### src/sv/tsdf_div.sv
// pipelined restoring divider, one quotient bit per stage, with a side payload
`default_nettype none
module tsdf_div #(
  parameter int NW = 32,
  parameter int DW = 16,
  parameter int SW = 1
) (
  input  wire logic          clk,
  input  wire logic          rst,
  input  wire logic          en,
  input  wire logic [NW-1:0] num,
  input  wire logic [DW-1:0] den,
  input  wire logic [SW-1:0] side_in,
  output logic      [NW-1:0] quo,
  output logic      [SW-1:0] side_out
);

  logic [DW-1:0] rin [NW];
  logic [NW-1:0] ain [NW];
  logic [DW-1:0] din [NW];
  logic [SW-1:0] sin [NW];
  logic [DW-1:0] rr  [NW];
  logic [NW-1:0] ar  [NW];
  logic [DW-1:0] dr  [NW];
  logic [SW-1:0] sr  [NW];

  for (genvar k = 0; k < NW; k++) begin : g_stage
    logic [DW:0]   t;
    logic          ge;
    logic [DW:0]   diff;

    if (k == 0) begin : g_first
      assign rin[k] = '0;
      assign ain[k] = num;
      assign din[k] = den;
      assign sin[k] = side_in;
    end else begin : g_next
      assign rin[k] = rr[k-1];
      assign ain[k] = ar[k-1];
      assign din[k] = dr[k-1];
      assign sin[k] = sr[k-1];
    end

    assign t    = {rin[k], ain[k][NW-1]};
    assign ge   = t >= {1'b0, din[k]};
    assign diff = t - {1'b0, din[k]};

    always_ff @(posedge clk) begin
      if (en) begin
        rr[k] <= ge ? diff[DW-1:0] : t[DW-1:0];
        ar[k] <= {ain[k][NW-2:0], ge};
        dr[k] <= din[k];
      end
    end

    // side payload carries the valid bit, so it is cleared on reset
    always_ff @(posedge clk) begin
      if (rst) begin
        sr[k] <= '0;
      end else if (en) begin
        sr[k] <= sin[k];
      end
    end
  end

  assign quo      = ar[NW-1];
  assign side_out = sr[NW-1];

endmodule
`default_nettype wire

### config.mk
export PLATFORM = sky130hd
export DESIGN_NAME = tsdf_div
export DESIGN_NICKNAME = d
export VERILOG_FILES = /design/src/sv/tsdf_div.sv
export SDC_FILE = /design/constraint.sdc
export NUM_CORES = 2
export LEC_CHECK = 0
export BUFFER_PORTS_ARGS = -buffer_cell sky130_fd_sc_hd__buf_2
export CORE_ASPECT_RATIO = 0.9
export CORE_MARGIN = 5
export CORE_UTILIZATION = 35
export CTS_CLUSTER_SIZE = 20
export DETAILED_ROUTE_END_ITERATION = 16
export PLACE_DENSITY = 0.48
export SYNTH_ARGS = -nofsm -noshare
export SYNTH_HDL_FRONTEND = slang
export SYNTH_SLANG_ARGS = --single-unit
### constraint.sdc
create_clock -name clk -period 3.3 [get_ports clk]
set_input_delay 0.165 -clock clk [delete_from_list [all_inputs] [get_ports clk]]
set_output_delay 0.165 -clock clk [all_outputs]
set_load 0.05 [all_outputs]
### Word level (Yosys, flattened, before mapping)

Memory sizes are Yosys's and may differ from the RTL's.
Cells that the tools add are included.

* add/sub/neg operators: 32
* $mul: 0
* divide/modulo/power cells: 0
* order comparisons: 32
* equal/unequal tests: 0
* shift operators: 0
* mux-type cells: 70
* bitwise logic cells: 32
* reduce and logical (&&, ||, !) cells: 0

Operator list (number)
* 17-bit by 16-bit >= comparator with 1-bit output: 31
* 16-bit 2-to-1 mux: 32
* 16-bit subtractor: 31
* 1-bit 2-to-1 mux: 38
* 1-bit OR: 32
* 1-bit by 16-bit >= comparator with 1-bit output: 1
* 1-bit by 16-bit subtractor with 16-bit output: 1

* register bits: 0
* latch bits: 0
* bits in writable memories: 2080
* bits in read-only memories: 0
* word-level logic and storage cells: 170
* memories: 4

Memory list
* ar: words 32, width 32, rd ports 32, clocked after memory_dff 0, wr ports 32, line 23 `logic [NW-1:0] ar [NW];`
* dr: words 32, width 16, rd ports 31, clocked after memory_dff 0, wr ports 32, line 24 `logic [DW-1:0] dr [NW];`
* rr: words 32, width 16, rd ports 31, clocked after memory_dff 0, wr ports 32, line 22 `logic [DW-1:0] rr [NW];`
* sr: words 32, width 1, rd ports 32, clocked after memory_dff 0, wr ports 32, line 25 `logic [SW-1:0] sr [NW];`

### Longest topological paths before layout

* depth after elaboration: 4
* depth in mapped cells: 12

### Worst setup path before layout

No wires, ideal clock.

* path kind: reg-to-reg
* start: memory rr[8][4]
* end: memory rr[9][10], data pin
* setup time: 260 ps
* arrival time: 2706 ps
* required time: 3040 ps
* setup slack: 334 ps
* cell stages (with the launch flop): 11
* cell sequence: edfxtp_1 > ha_1 > or2_2 > and3_4 > nor4_4 > o211ai_2 > nand2_2 > a21oi_2 > a2111oi_4 > buf_6 > mux2_4

RTL lines (line)
* start: declaration: 22

==> impl_metrics.ini <==
[synthesis]
synth_edf_count = 2048
synth_ff_type = edfxtp_1
synth_largest_area_cell = edfxtp_1
yosys_warnings = 0
syn_nets = 6876
ys_async_sr_fraction_pct = 0
synth_top_area_share_pct = 67.5
syn_avg_cell_area_um2 = 14.5
synthDistinctLibCells = 92
synth_area_um2 = 91100
synth_seq_cells = 2048
yosysSeqAreaShare_pct = 67.5
ys_top_cells_by_area = edfxtp_1 68%, ha_1 6.8%, mux2_2 3.1%, inv_1 2.6%, xnor2_1 1.9%
syn_inst = 6296
yosysMostFrequentCell = edfxtp_1
ys_top_cells_by_count = 2048 x edfxtp_1, 621 x inv_1, 498 x ha_1

[timing]
slew_violations = 0
skew_ns = 0.0398
hold_viol = 0
fin_crit_sh_pct = 96.8
min_period_ns = 3.19
max_freq_ghz = 0.313
finalSetupTns_ns = 0
setup_ws_ns = 0.106
finalSetupViolations = 0
slew_headroom_pct = 31.7
worst_pin_slew_ns = 0.999
rsz0062_at_grt = no

[floorplan]
die-area_um2 = 271000
num_rows = 177
io_pins = 85
start_util_pct = 35.2
die_h_um = 494
coreArea_um2 = 259000
die_width_um = 548

[power_and_ir_drop]
swShare_pct = 31.3
seqPwrFrac_pct = 39.4
leakage_nw = 40.1
p_int_w = 0.0660
switchingPower_w = 0.0301
power_frac_comb_pct = 34.8
peakVddDrop_uv = 425
p_per_area_nw_per_um2 = 909
pwr-share-clk_pct = 25.8

[cts]
cts_inserted_buffers = 230
root_buffer = clkbuf_16
cts_max_level = 4
cts_tree = yes
clock-sinks = 2048
clk_pin_slew_ns = 0.06
worstSkewPairLatency_ns = 0.88
cts_buffer_depth = 4

[setup_path]
max_stage_delay_ns = 0.61
startpoint_type = flop
crit_type = flop to flop
worstPathCellList = inv_1, ha_1, nor2b_1, o31a_1, o21ai_0, a21oi_1, o41ai_1, nor3_1, o41a_1
path_max_fanout = 5
arrival_ns = 3.79
critPathSlowestCell = o41ai_1
required_ns = 3.90
cp.buffers_inverters = 1
end_kind = flop
cp_top_family = compound AO/OA/AOI/OAI gates

[placed_design]
io_buffers = 84
routabilityCongestion = 0.836
dp_cells = 9881
pre_cts_slack_ns = 0.0800
dpl_cell_area_um2 = 97400
place_hpwl_um = 117000

[drt]
num_vias = 49800
drt_iter0_drc = 3516
wl_per_cell_um = 16.5
firstDrtPassIters = 5
routed_wl_um = 172000
antenna_left = 0
viasPerCell = 4.79
drcViolationCount = 0

[status]
status = complete, no violations

[hold_path]
min_path_type = input port to flop

[grt]
antenna_found_initial = 3
track_usage_pct = 12.4
grt_max_degree = 95
grt_pass1_wl_um = 275000
grt_pass1_vias = 49100
grt-ovfl-total = 0

[finish]
design_area_um2 = 106000
nNetsFinal = 7397
fin_cells = 10400
area_delta_synth_final_pct = 16.2
layout-drive-gt1-share_pct = 13.4

[run]
max-cap-violations = 0
final cells by class:
class,instances,area (µm²)
Antenna cell,1,2.50
Clock buffer,287,5990
Clock inverter,128,1260
Fill cell,23700,153000
Inverter,622,2330
Multi-Input combinational cell,3556,27100
Sequential cell,2048,61500
Tap cell,3401,4260
Timing Repair Buffer,359,3370
worst paths after layout:
path                                  from    endpoint  slack [ns]  cells after the start
worst max-delay path             dr[10][2]  rr[21][14]        0.11                      9
worst min-delay path               den[15]    ar[0][0]        0.17                      3
worst max register to register   dr[10][2]  rr[21][14]        0.11                      9
worst min register to register  ar[0][146]  ar[0][179]        0.40                      0
layer usage:
metal	up-vias	GRT usage, %	part of all wire (%)
li1	24700	-	-
met1	24000	18.7	51
met2	812	18.4	43
met3	290	2.35	4.3
met4	2	3.29	2.5
met5	-	0	0.0041
metrics by stage:
step	power [W]	hold WS, ns	utilization, %
floorplan	0.0622	0.264	-
global placement	0.0711	0.341	37.7
detailed placement	0.0715	0.343	37.7
CTS	0.0973	0.0540	40.8
global route	0.103	0.119	40.9
finish	0.0962	0.168	40.9
flip-flops by register name, indices dropped and copies added, names as in the netlist:
signal and count:
ar 1024, dr 496, rr 496, sr 32
cell families after synthesis:
kind of cell | count (synthesis) | share of synthesized area (%)
flops | 2048 | 67.5
mux | 323 | 3.99
simple gates | 1205 | 6.54
compound gates | 1175 | 8.40
xor+xnor | 325 | 3.12
fa+ha+maj | 528 | 7.50
buf+inv | 692 | 2.95
worst min-delay path: cells and delay by family:
family / cells / cell delay, ns
buf+inv: 2 / 0.66
simple gates: 1 / 0.05
placed cells by master (no fill, tap or decap), types with 27 or more instances in the layout:
cell type / count
buf_2: 83
o31ai_1: 30
buf_12: 49
a21o_1: 85
xnor2_1: 198
xor2_1: 127
nand2_1: 279
clkinv_1: 47
fa_1: 30
o31a_1: 47
nor3_1: 120
a21oi_1: 314
clkbuf_1: 56
edfxtp_1: 2048
buf_4: 125
o21ai_0: 295
inv_1: 621
nand2b_1: 77
nor2_1: 302
mux2_2: 252
nand4_1: 61
mux2i_1: 44
dlygate4sd3_1: 100
a211oi_1: 37
or3_1: 33
clkinv_2: 39
a21boi_0: 27
and2_1: 43
nor2b_1: 78
ha_1: 498
nor4_1: 27
clkbuf_16: 232
nand3_1: 90
o21a_1: 92
repair_timing:
action	CTS	global route
gates resized for setup	0	21
endpoints found under the setup margin	0	120
endpoints found under the hold margin	205	0
setup buffers	0	4
hold buffers	100	0
power groups by stage:
stage	sequential, W	clock [W]	combinational [W]
CTS	0.0381	0.0259	0.0333
floorplan	0.0373	0	0.0249
detailed placement	0.0385	0	0.0329
finish	0.0379	0.0248	0.0335
global placement	0.0386	0	0.0325
global route	0.0384	0.0270	0.0373
(Power assumes the default switching activity.)
